==> config.mk <==
export PLATFORM = sky130hd
export DESIGN_NAME = battery_level_display_filter_unit
export DESIGN_NICKNAME = d
export VERILOG_FILES = /design/src/hw/rtl/bldf_pkg.sv /design/src/hw/rtl/bldf_power.sv /design/src/hw/rtl/bldf_level.sv /design/src/hw/rtl/battery_level_display_filter_unit.sv
export SDC_FILE = /design/constraint.sdc
export NUM_CORES = 1
export LEC_CHECK = 0
export ABC_AREA = 1
export BUFFER_PORTS_ARGS = -buffer_cell sky130_fd_sc_hd__buf_2
export CAP_MARGIN = 20
export CORE_ASPECT_RATIO = 1.75
export CORE_MARGIN = 2
export CORE_UTILIZATION = 55
export CTS_CLUSTER_DIAMETER = 30
export CTS_CLUSTER_SIZE = 24
export DETAILED_ROUTE_END_ITERATION = 16
export HOLD_SLACK_MARGIN = 0.08
export PLACE_DENSITY = 0.73
export SLEW_MARGIN = 20
export SYNTH_ARGS = -nofsm -noshare
export SYNTH_HDL_FRONTEND = slang
export SYNTH_SLANG_ARGS = --single-unit
==> constraint.sdc <==
create_clock -name clk -period 38.4 [get_ports clk]
set_input_delay 1.92 -clock clk [delete_from_list [all_inputs] [get_ports clk]]
set_output_delay 1.92 -clock clk [all_outputs]
set_load 0.05 [all_outputs]
==> src/hw/rtl/bldf_pkg.sv <==
package bldf_pkg;

	// Stream widths: payloads rounded up to whole bytes.
	localparam int unsigned InDataW  = 96;
	localparam int unsigned OutDataW = 72;
	localparam int unsigned CfgIdxW  = 3;
	localparam int unsigned CfgDataW = 32;

	// Mapping and detection constants.
	localparam logic [6:0]         RESERVE_FLOOR_PCT  = 7'd3;
	localparam logic [6:0]         KNEE_RAW_PCT       = 7'd50;
	localparam logic [6:0]         KNEE_SHOWN_PCT     = 7'd9;
	localparam logic [6:0]         FULL_PCT           = 7'd100;
	localparam logic [6:0]         MISSING_RAW_PCT    = 7'd1;
	localparam logic signed [15:0] MISSING_CURRENT_MA = 16'sd120;
	localparam logic signed [7:0]  CHARGING_MIN_PCT   = 8'sd1;
	localparam logic signed [7:0]  LEVEL_NONE         = -8'sd1;

	// Reciprocals for the two segment divisions (by 47 and by 50), scaled by 2^16.
	localparam logic [10:0] RECIP_LOW  = 11'd1395;
	localparam logic [10:0] RECIP_HIGH = 11'd1311;
	localparam logic [4:0]  RECIP_SHIFT = 5'd16;

	// Configuration register indexes.
	typedef enum logic [CfgIdxW-1:0] {
		REG_MAINS_THR   = 3'd0,
		REG_POWER_DEB   = 3'd1,
		REG_MISSING_DEB = 3'd2,
		REG_FREEZE      = 3'd3,
		REG_DROP_STEP   = 3'd4,
		REG_RISE_BAT    = 3'd5,
		REG_RISE_MAINS  = 3'd6
	} cfg_reg_t;

	typedef struct packed {
		logic signed [15:0] mains_thr;
		logic [31:0]        power_deb;
		logic [31:0]        missing_deb;
		logic [31:0]        freeze;
		logic [31:0]        drop_step;
		logic [31:0]        rise_bat;
		logic [31:0]        rise_mains;
	} cfg_t;

	// Input item, last field in the lowest bits.
	typedef struct packed {
		logic               charging_now;
		logic signed [15:0] bus_voltage_mv;
		logic signed [15:0] battery_current_ma;
		logic [14:0]        battery_voltage_mv;
		logic signed [8:0]  gauge_pct;
		logic [31:0]        now_ms;
	} sample_t;

	// Result item, last field in the lowest bits.
	typedef struct packed {
		logic               charging_out;
		logic               has_bus;
		logic signed [15:0] bus_out_mv;
		logic signed [15:0] current_out_ma;
		logic [14:0]        voltage_out_mv;
		logic signed [7:0]  gauge_out_pct;
		logic signed [7:0]  disp_pct;
		logic               disp_valid;
		logic               batt_absent;
		logic               mains_on;
	} result_t;

	// Power tracker status as seen after the current sample.
	typedef struct packed {
		logic mains_on;
		logic batt_absent;
		logic frozen;
	} pwr_status_t;

	// Piecewise-linear map of the shown level, each segment rounded to nearest.
	function automatic logic [6:0] map_usable(input logic [6:0] r);
		logic [8:0]  n_lo;
		logic [12:0] n_hi;
		logic [19:0] p_lo;
		logic [23:0] p_hi;
		logic [6:0]  res;
		n_lo = 9'(({2'b0, r} - 9'(RESERVE_FLOOR_PCT)) * 9'd9) + 9'd23;
		n_hi = 13'(({6'b0, r} - 13'(KNEE_RAW_PCT)) * 13'd91) + 13'd25;
		p_lo = 20'(n_lo) * 20'(RECIP_LOW);
		p_hi = 24'(n_hi) * 24'(RECIP_HIGH);
		if (r <= RESERVE_FLOOR_PCT) begin
			res = 7'd0;
		end else if (r >= FULL_PCT) begin
			res = FULL_PCT;
		end else if (r <= KNEE_RAW_PCT) begin
			res = 7'(p_lo >> RECIP_SHIFT);
		end else begin
			res = KNEE_SHOWN_PCT + 7'(p_hi >> RECIP_SHIFT);
		end
		return res;
	endfunction

endpackage

==> src/hw/rtl/bldf_power.sv <==
module bldf_power (
	input  logic                       clk,
	input  logic                       arst_n,
	input  logic                       step,
	input  logic [31:0]                now_ms,
	input  logic [6:0]                 raw_clamped,
	input  logic signed [15:0]         cur_ma,
	input  bldf_pkg::cfg_t             cfg,
	output bldf_pkg::pwr_status_t      status
);
	import bldf_pkg::*;

	logic        started_q, started_n;
	logic        mains_q, mains_n;
	logic        pend_q, pend_n;
	logic [31:0] since_q, since_n;
	logic [31:0] freeze_q, freeze_n;
	logic        miss_q, miss_n;
	logic        miss_pend_q, miss_pend_n;
	logic [31:0] miss_since_q, miss_since_n;
	logic        mains_det;
	logic        miss_raw;
	logic [31:0] freeze_diff;

	// Debounce of the mains state, with the freeze restarted on every change.
	always_comb begin
		mains_det = cur_ma <= cfg.mains_thr;
		started_n = started_q;
		mains_n   = mains_q;
		pend_n    = pend_q;
		since_n   = since_q;
		freeze_n  = freeze_q;
		if (!started_q) begin
			mains_n   = mains_det;
			pend_n    = mains_det;
			since_n   = now_ms;
			freeze_n  = now_ms + cfg.freeze;
			started_n = 1'b1;
		end else if (mains_det != mains_q) begin
			if (mains_det != pend_q) begin
				pend_n  = mains_det;
				since_n = now_ms;
			end else if (now_ms - since_q >= cfg.power_deb) begin
				mains_n  = pend_q;
				freeze_n = now_ms + cfg.freeze;
			end
		end else begin
			pend_n  = mains_det;
			since_n = now_ms;
		end
	end

	// Debounce of the battery-missing state; a zero timestamp means not yet seen.
	always_comb begin
		miss_raw = mains_n && (raw_clamped <= MISSING_RAW_PCT)
			&& (cur_ma >= -MISSING_CURRENT_MA) && (cur_ma <= MISSING_CURRENT_MA);
		miss_n       = miss_q;
		miss_pend_n  = miss_pend_q;
		miss_since_n = miss_since_q;
		if (miss_since_q == 32'd0) begin
			miss_n       = miss_raw;
			miss_pend_n  = miss_raw;
			miss_since_n = now_ms;
		end else if (miss_raw != miss_pend_q) begin
			miss_pend_n  = miss_raw;
			miss_since_n = now_ms;
		end else if (miss_pend_q != miss_q
				&& now_ms - miss_since_q >= cfg.missing_deb) begin
			miss_n = miss_pend_q;
		end
	end

	assign freeze_diff        = now_ms - freeze_n;
	assign status.mains_on    = mains_n;
	assign status.batt_absent = miss_n;
	assign status.frozen      = freeze_diff[31];

	// State is committed when the sample leaves the input stage.
	always_ff @(posedge clk or negedge arst_n) begin
		if (!arst_n) begin
			started_q    <= 1'b0;
			mains_q      <= 1'b0;
			pend_q       <= 1'b0;
			since_q      <= '0;
			freeze_q     <= '0;
			miss_q       <= 1'b0;
			miss_pend_q  <= 1'b0;
			miss_since_q <= '0;
		end else if (step) begin
			started_q    <= started_n;
			mains_q      <= mains_n;
			pend_q       <= pend_n;
			since_q      <= since_n;
			freeze_q     <= freeze_n;
			miss_q       <= miss_n;
			miss_pend_q  <= miss_pend_n;
			miss_since_q <= miss_since_n;
		end
	end

endmodule

==> src/hw/rtl/bldf_level.sv <==
module bldf_level (
	input  logic                       clk,
	input  logic                       arst_n,
	input  logic                       step,
	input  logic [31:0]                now_ms,
	input  logic signed [8:0]          gauge_pct,
	input  logic                       charging_now,
	input  bldf_pkg::pwr_status_t      status,
	input  bldf_pkg::cfg_t             cfg,
	output logic [6:0]                 raw_clamped,
	output logic                       disp_valid,
	output logic signed [7:0]          disp_pct,
	output logic signed [7:0]          gauge_out_pct
);
	import bldf_pkg::*;

	logic        shown_started_q, shown_started_n;
	logic [6:0]  shown_q, shown_n;
	logic [31:0] last_adj_q, last_adj_n;
	logic        chg_prev_q;
	logic        raw_ok;
	logic [31:0] elapsed;
	logic [31:0] rise_step;
	logic [6:0]  mapped;

	// Raw level range check and clamp.
	always_comb begin
		raw_ok = (gauge_pct >= 9'sd0) && (gauge_pct <= 9'sd100);
		if (raw_ok) begin
			raw_clamped = gauge_pct[6:0];
		end else if (gauge_pct < 9'sd0) begin
			raw_clamped = 7'd0;
		end else begin
			raw_clamped = FULL_PCT;
		end
		gauge_out_pct = raw_ok ? {1'b0, raw_clamped} : LEVEL_NONE;
	end

	// Rate-limited tracking of the raw level, one percent per step time.
	always_comb begin
		elapsed         = now_ms - last_adj_q;
		rise_step       = status.mains_on ? cfg.rise_mains : cfg.rise_bat;
		shown_started_n = shown_started_q;
		shown_n         = shown_q;
		last_adj_n      = last_adj_q;
		if (!shown_started_q && raw_ok) begin
			shown_n         = raw_clamped;
			shown_started_n = 1'b1;
			last_adj_n      = now_ms;
		end else if (shown_started_q && raw_ok && !status.batt_absent
				&& !status.frozen) begin
			if (raw_clamped < shown_q) begin
				if (!status.mains_on && elapsed >= cfg.drop_step) begin
					shown_n    = shown_q - 7'd1;
					last_adj_n = now_ms;
				end
			end else if (raw_clamped > shown_q) begin
				if (elapsed >= rise_step) begin
					shown_n    = shown_q + 7'd1;
					last_adj_n = now_ms;
				end
			end
		end
	end

	// Display mapping, with a one percent floor while charging on mains.
	always_comb begin
		mapped     = map_usable(shown_n);
		disp_valid = shown_started_n && !status.batt_absent;
		if (!disp_valid) begin
			disp_pct = LEVEL_NONE;
		end else if (status.mains_on && chg_prev_q && shown_n > RESERVE_FLOOR_PCT
				&& mapped == 7'd0) begin
			disp_pct = CHARGING_MIN_PCT;
		end else begin
			disp_pct = {1'b0, mapped};
		end
	end

	always_ff @(posedge clk or negedge arst_n) begin
		if (!arst_n) begin
			shown_started_q <= 1'b0;
			shown_q         <= '0;
			last_adj_q      <= '0;
			chg_prev_q      <= 1'b0;
		end else if (step) begin
			shown_started_q <= shown_started_n;
			shown_q         <= shown_n;
			last_adj_q      <= last_adj_n;
			chg_prev_q      <= charging_now;
		end
	end

endmodule

==> src/hw/rtl/battery_level_display_filter_unit.sv <==
// Battery level display filter.
// One power sample enters per beat on the s_ stream; exactly one result beat
// leaves on the m_ stream for every sample, in order. Settings are written
// through the cfg_ channel (cfg_index selects the register, cfg_data carries
// the value, low 16 bits for the signed current threshold); cfg_ready is
// always high and writes to unused indexes are dropped. Write settings only
// while no sample is in flight.
// An accepted input beat is held in the input register, then the debounce,
// tracking and mapping logic feeds the result register that drives m_tdata.
// Throughput is one sample per cycle while m_tready is high, set by
// the single pass from input register to result register.
// When the receiver stalls, the result register holds its beat and the input
// register still takes one more sample; s_tready drops only when both are full
// and m_tready is low.
// Reset clears all tracking state and loads the default settings: the first
// sample after reset sets the power state directly and starts the freeze.
module battery_level_display_filter_unit (
	input  logic                                 clk,
	input  logic                                 arst_n,
	input  logic                                 s_tvalid,
	output logic                                 s_tready,
	// now_ms[31:0], gauge_pct[40:32], battery_voltage_mv[55:41],
	// battery_current_ma[71:56], bus_voltage_mv[87:72], charging_now[88], zero fill
	input  logic [bldf_pkg::InDataW-1:0]         s_tdata,
	output logic                                 m_tvalid,
	input  logic                                 m_tready,
	// mains_on[0], batt_absent[1], disp_valid[2], disp_pct[10:3],
	// gauge_out_pct[18:11], voltage_out_mv[33:19], current_out_ma[49:34],
	// bus_out_mv[65:50], has_bus[66], charging_out[67], zero fill
	output logic [bldf_pkg::OutDataW-1:0]        m_tdata,
	input  logic                                 cfg_valid,
	output logic                                 cfg_ready,
	input  logic [bldf_pkg::CfgIdxW-1:0]         cfg_index,
	input  logic [bldf_pkg::CfgDataW-1:0]        cfg_data
);
	import bldf_pkg::*;

	cfg_t        cfg_q;
	logic        valid_s1;
	sample_t     sample_s1;
	logic        valid_s2;
	result_t     result_s2;
	logic        advance;
	pwr_status_t status;
	logic [6:0]  raw_clamped;
	logic        disp_valid;
	logic signed [7:0] disp_pct;
	logic signed [7:0] gauge_out_pct;
	result_t     result_n;

	// Configuration registers.
	assign cfg_ready = 1'b1;
	always_ff @(posedge clk or negedge arst_n) begin
		if (!arst_n) begin
			cfg_q.mains_thr   <= 16'sd50;
			cfg_q.power_deb   <= 32'd1200;
			cfg_q.missing_deb <= 32'd3000;
			cfg_q.freeze      <= 32'd10000;
			cfg_q.drop_step   <= 32'd120000;
			cfg_q.rise_bat    <= 32'd300000;
			cfg_q.rise_mains  <= 32'd20000;
		end else if (cfg_valid && cfg_ready) begin
			unique case (cfg_index)
				REG_MAINS_THR:   cfg_q.mains_thr   <= cfg_data[15:0];
				REG_POWER_DEB:   cfg_q.power_deb   <= cfg_data;
				REG_MISSING_DEB: cfg_q.missing_deb <= cfg_data;
				REG_FREEZE:      cfg_q.freeze      <= cfg_data;
				REG_DROP_STEP:   cfg_q.drop_step   <= cfg_data;
				REG_RISE_BAT:    cfg_q.rise_bat    <= cfg_data;
				REG_RISE_MAINS:  cfg_q.rise_mains  <= cfg_data;
				default: ;
			endcase
		end
	end

	// Handshake: the input stage moves on whenever the result register is free.
	assign advance  = valid_s1 && (!valid_s2 || m_tready);
	assign s_tready = !valid_s1 || advance;
	assign m_tvalid = valid_s2;
	assign m_tdata  = {{(OutDataW - $bits(result_t)){1'b0}}, result_s2};

	// Input register.
	always_ff @(posedge clk or negedge arst_n) begin
		if (!arst_n) begin
			valid_s1 <= 1'b0;
		end else if (s_tready) begin
			valid_s1 <= s_tvalid;
		end
	end
	always_ff @(posedge clk) begin
		if (s_tvalid && s_tready) begin
			sample_s1 <= s_tdata[$bits(sample_t)-1:0];
		end
	end

	bldf_power u_power (
		.clk         (clk),
		.arst_n      (arst_n),
		.step        (advance),
		.now_ms      (sample_s1.now_ms),
		.raw_clamped (raw_clamped),
		.cur_ma      (sample_s1.battery_current_ma),
		.cfg         (cfg_q),
		.status      (status)
	);

	bldf_level u_level (
		.clk           (clk),
		.arst_n        (arst_n),
		.step          (advance),
		.now_ms        (sample_s1.now_ms),
		.gauge_pct     (sample_s1.gauge_pct),
		.charging_now  (sample_s1.charging_now),
		.status        (status),
		.cfg           (cfg_q),
		.raw_clamped   (raw_clamped),
		.disp_valid    (disp_valid),
		.disp_pct      (disp_pct),
		.gauge_out_pct (gauge_out_pct)
	);

	// Result assembly with telemetry passed through.
	always_comb begin
		result_n.mains_on       = status.mains_on;
		result_n.batt_absent    = status.batt_absent;
		result_n.disp_valid     = disp_valid;
		result_n.disp_pct       = disp_pct;
		result_n.gauge_out_pct  = gauge_out_pct;
		result_n.voltage_out_mv = sample_s1.battery_voltage_mv;
		result_n.current_out_ma = sample_s1.battery_current_ma;
		result_n.bus_out_mv     = sample_s1.bus_voltage_mv;
		result_n.has_bus        = !sample_s1.bus_voltage_mv[15];
		result_n.charging_out   = sample_s1.charging_now;
	end

	// Result register.
	always_ff @(posedge clk or negedge arst_n) begin
		if (!arst_n) begin
			valid_s2 <= 1'b0;
		end else if (!valid_s2 || m_tready) begin
			valid_s2 <= valid_s1;
		end
	end
	always_ff @(posedge clk) begin
		if (advance) begin
			result_s2 <= result_n;
		end
	end

	// A sample that leaves the input stage always lands in the result register.
	a_advance_lands: assert property (@(posedge clk) disable iff (!arst_n)
		advance |=> valid_s2)
		else $error("sample lost between input and result register");

	// Input is refused only when both stages are full and the receiver stalls.
	a_ready_only_stall: assert property (@(posedge clk) disable iff (!arst_n)
		!s_tready |-> (valid_s1 && valid_s2 && !m_tready))
		else $error("input refused without a stall");

	// No displayed level while it is flagged invalid.
	a_invalid_level: assert property (@(posedge clk) disable iff (!arst_n)
		(valid_s2 && !result_s2.disp_valid) |-> (result_s2.disp_pct == LEVEL_NONE))
		else $error("level shown while not valid");

	// A missing battery never comes with a valid level.
	a_missing_no_level: assert property (@(posedge clk) disable iff (!arst_n)
		(valid_s2 && result_s2.batt_absent) |-> !result_s2.disp_valid)
		else $error("valid level with battery missing");

	// A valid level lies within the percent range.
	a_level_range: assert property (@(posedge clk) disable iff (!arst_n)
		(valid_s2 && result_s2.disp_valid)
			|-> (result_s2.disp_pct >= 8'sd0 && result_s2.disp_pct <= 8'sd100))
		else $error("level out of range");

endmodule
==> run_results.csv <==
group,metric,value,unit
floorplan,die_x,194,um
sta,hold_viol_final,0,
sta,max_slew_margin,32.6,%
route,ant_nets,0,
floorplan,rows,122,
clock_network,cts_resized,0,
clock_network,cts-root-buf,"clkbuf_16",
floorplan,die-area,65400,um2
floorplan,fp.dieH,337,um
logic_synthesis,yosysSeqAreaShare,39.0,%
route,drt_pass1_iterations,5,
critical_path,worst_ep_arrival_time,19.29,ns
critical_path,crit_path_start_kind,"flop",
global_routing,grtUsageMet3,3.05,%
critical_path,worstPathRequired,38.91,ns
global_routing,grt_use_total,26.5,%
critical_path,path_common_cell,"nand2_1",
critical_path,worstSetupEndpoint,"m_tdata[3]",
clock_network,cts_buffer_depth,3,
sta,setup_tns,0,ns
clock_network,cts_hold_buffers,0,
placed_design,io_buffers,198,
critical_path,path_class,"flop to flop",
logic_synthesis,syn_area_per_cell,8.99,um2
clock_network,cts_sinks,509,
critical_path,r2r_end,"m_tdata[3]",
logic_synthesis,yosysUniqueCellTypes,62,
finish,nFillCells,5370,
critical_path,cp_slowest_cell,"edfxtp_1",
critical_path,reg2reg_slack,19.62,ns
global_routing,grt_start_max_net_pins,157,
route,first_iter_violations,1176,
sta,min_period,18.78,ns
global_routing,antenna_found_initial,0,
floorplan,core,62900,um2
clock_network,worst_skew_pair.late_latency,0.65,ns
critical_path,max_stage_delay,0.65,ns
logic_synthesis,synth_area,34800,um2
route,routed_wl,85600,um
sta,slew_violations,0,
worst_hold_path,worstHoldStart,"result_n[57]",
route,routed_via_density,5.36,
placed_design,routabilityCongestion,0.905,
critical_path,setup.worst_path.end_class,"flop",
global_routing,overflow,0,
logic_synthesis,synth_cells,3873,
logic_synthesis,synth_top_flop_cell,"dfrtp_1",
sta,setup_viol,0,
clock_network,clk_pin_slew,0.06,ns
sta,period_share,48.9,%
global_routing,grt_busiest_layer,"met2",
finish,drive_gt1_share,11.1,%
clock_network,cts_made_buffers,83,
critical_path,path_max_fanout,36,
clock_network,htree_levels,3,
critical_path,r2r-start,"sample_s1[1]",
logic_synthesis,synth_edf_count,157,
finish,nets,4809,
route,via_count,26600,
global_routing,met1_usage,25.4,%
sta,max_slew.worst_pin.slew,1.01,ns
flow_run,drv_cap,0,
finish,n_antenna_cell,0,
logic_synthesis,async_reset_ff_share,69.2,%
worst_hold_path,hp-class,"flop to flop",
logic_synthesis,ys_warn_count,0,
sta,fin_skew,0.0321,ns
floorplan,pin_count,211,
global_routing,grt_pass1_wl,136000,um
critical_path,crit_start,"sample_s1[1]",
critical_path,r2r_cells,104,
sta,grt_setup_unrepaired,"no",
run_status,status,"completed",
clock_network,cts_setup_buffers,0,
route,post-route-drc-count,0,
finish,area_growth,13.9,%
sta,fmax,53.3,MHz
logic_synthesis,ys_ff_latch,509,
floorplan,start_util,55.4,%
clock_network,cts_tree,"built",
placed_design,hpwl,66000,um
global_routing,grt_pass1_vias,27100,
route,wl_per_cell,17.2,um
global_routing,use_met2,51.7,%
[state kept, by name, indices dropped and copies added (netlist names)]
register and flops:
u_power.miss_pend_q 1, u_power.miss_q 1, u_power.pend_q 1, u_level.chg_prev_q 1, m_tvalid 1, valid_s1 1, u_power.freeze_q 32, u_level.shown_q 7
result_n 48, u_level.last_adj_q 32, sample_s1 41, u_power.started_q 1, u_level.shown_started_q 1, u_power.miss_since_q 32, u_power.since_q 32, u_power.mains_q 1
m_tdata 68, cfg_q 208
[metrics by stage]
step,cell area (um2),utilization [%],worst slack [ns],hold WS [ns],instances
global placement,36700,58.3,20.06,0.400,4807
floorplan,34800,-,22.85,0.400,3876
finish,39700,63.1,19.62,0.411,4964
detailed placement,36700,58.3,19.75,0.405,4807
global route,39700,63.1,18.16,0.425,4964
CTS,39600,63.0,19.64,0.413,4963
[synth_stat cells (3+ instances only)]
library cell | count | share of area (%)
a211oi_1 | 14 | 0.30
a21o_1 | 8 | 0.17
a21oi_1 | 228 | 3.3
a21oi_2 | 3 | 0.075
a31oi_1 | 3 | 0.054
and3_1 | 3 | 0.054
buf_1 | 3 | 0.032
buf_4 | 5 | 0.11
clkbuf_1 | 75 | 0.81
clkinv_1 | 4 | 0.043
dfrtp_1 | 313 | 22
dfstp_2 | 39 | 2.9
edfxtp_1 | 157 | 14
fa_1 | 94 | 5.4
ha_1 | 492 | 18
inv_1 | 606 | 6.5
inv_2 | 9 | 0.097
mux2i_1 | 33 | 0.95
nand2_1 | 791 | 8.5
nand2_2 | 10 | 0.18
nand2_4 | 5 | 0.16
nand3_1 | 120 | 1.7
nand3_2 | 5 | 0.14
nand3b_1 | 7 | 0.15
nand4_1 | 30 | 0.54
nor2_1 | 91 | 0.98
nor2_2 | 4 | 0.072
nor3_1 | 10 | 0.14
nor4_1 | 14 | 0.25
o211ai_1 | 11 | 0.24
o21a_1 | 6 | 0.13
o21ai_0 | 439 | 6.3
o21ai_1 | 14 | 0.20
o21bai_1 | 7 | 0.15
o221ai_1 | 3 | 0.075
o31ai_1 | 6 | 0.13
xnor2_1 | 46 | 1.2
xor2_1 | 130 | 3.3
[cells by family (layout without fill, tap and decap cells)]
family	count (synthesis)	count (layout)	share of synthesized area, %
compound gates	761	761	11.6
other cells	2	5	0.0216
fa+ha+maj	586	586	23.1
mux	35	35	1.01
flops	509	509	39.0
buf+inv	705	987	7.67
xor+xnor	176	176	4.43
simple gates	1099	1099	13.2
[placed cells by master (no fill, tap or decap), types with 39 or more instances in the layout]
cell and count:
dfrtp_1 313, o21ai_0 438, ha_1 492, inv_1 605, xor2_1 130, fa_1 94
buf_2 197, a21oi_1 228, clkbuf_16 84, dfstp_2 39, xnor2_1 46, nand3_1 119
nor2_1 91, nand2_1 784, edfxtp_1 157
[layer usage]
layer  wire length (um)  vias to the layer above
met5                  0                        -
met4               6960                        0
met3               2600                      277
met2              46900                      547
met1              29100                    12600
li1                   -                    13200
[critical path, delay by kind of cell (launching register included)]
kind | cells | cell delay [ns]
AND/OR/NAND/NOR | 57 | 6.49
adder cells (fa/ha/maj) | 15 | 5.96
AO/OA/AOI/OAI | 16 | 2.79
XOR/XNOR | 4 | 1.32
buffers and inverters | 10 | 0.92
flip-flops | 1 | 0.65
multiplexers | 2 | 0.45
[layout make-up]
cell class | count | area (um2) | area share, %
clock inverter | 61 | 773 | 1.95
inverter | 620 | 2330 | 5.89
tap | 806 | 1010 | 2.54
multi-input combinational | 2662 | 18700 | 47.0
sequential | 509 | 13600 | 34.2
timing repair buffer | 211 | 1130 | 2.86
clock buffer | 95 | 2180 | 5.50
[worst min-delay path by stage]
| stage | endpoint | depth (start not counted) | slack [ns] |
|---|---|---|---|
| finish | m_tdata[57] | 0 | 0.41 |
| global route | m_tdata[55] | 0 | 0.42 |
| CTS | m_tdata[57] | 0 | 0.41 |
| detailed placement | m_tdata[50] | 0 | 0.40 |
| global placement | m_tdata[58] | 0 | 0.40 |
| floorplan | m_tdata[19] | 0 | 0.40 |
Power is left out: the tool's default activity adds up to more than one toggle a clock period on the data nets, which glitch-free logic cannot reach.
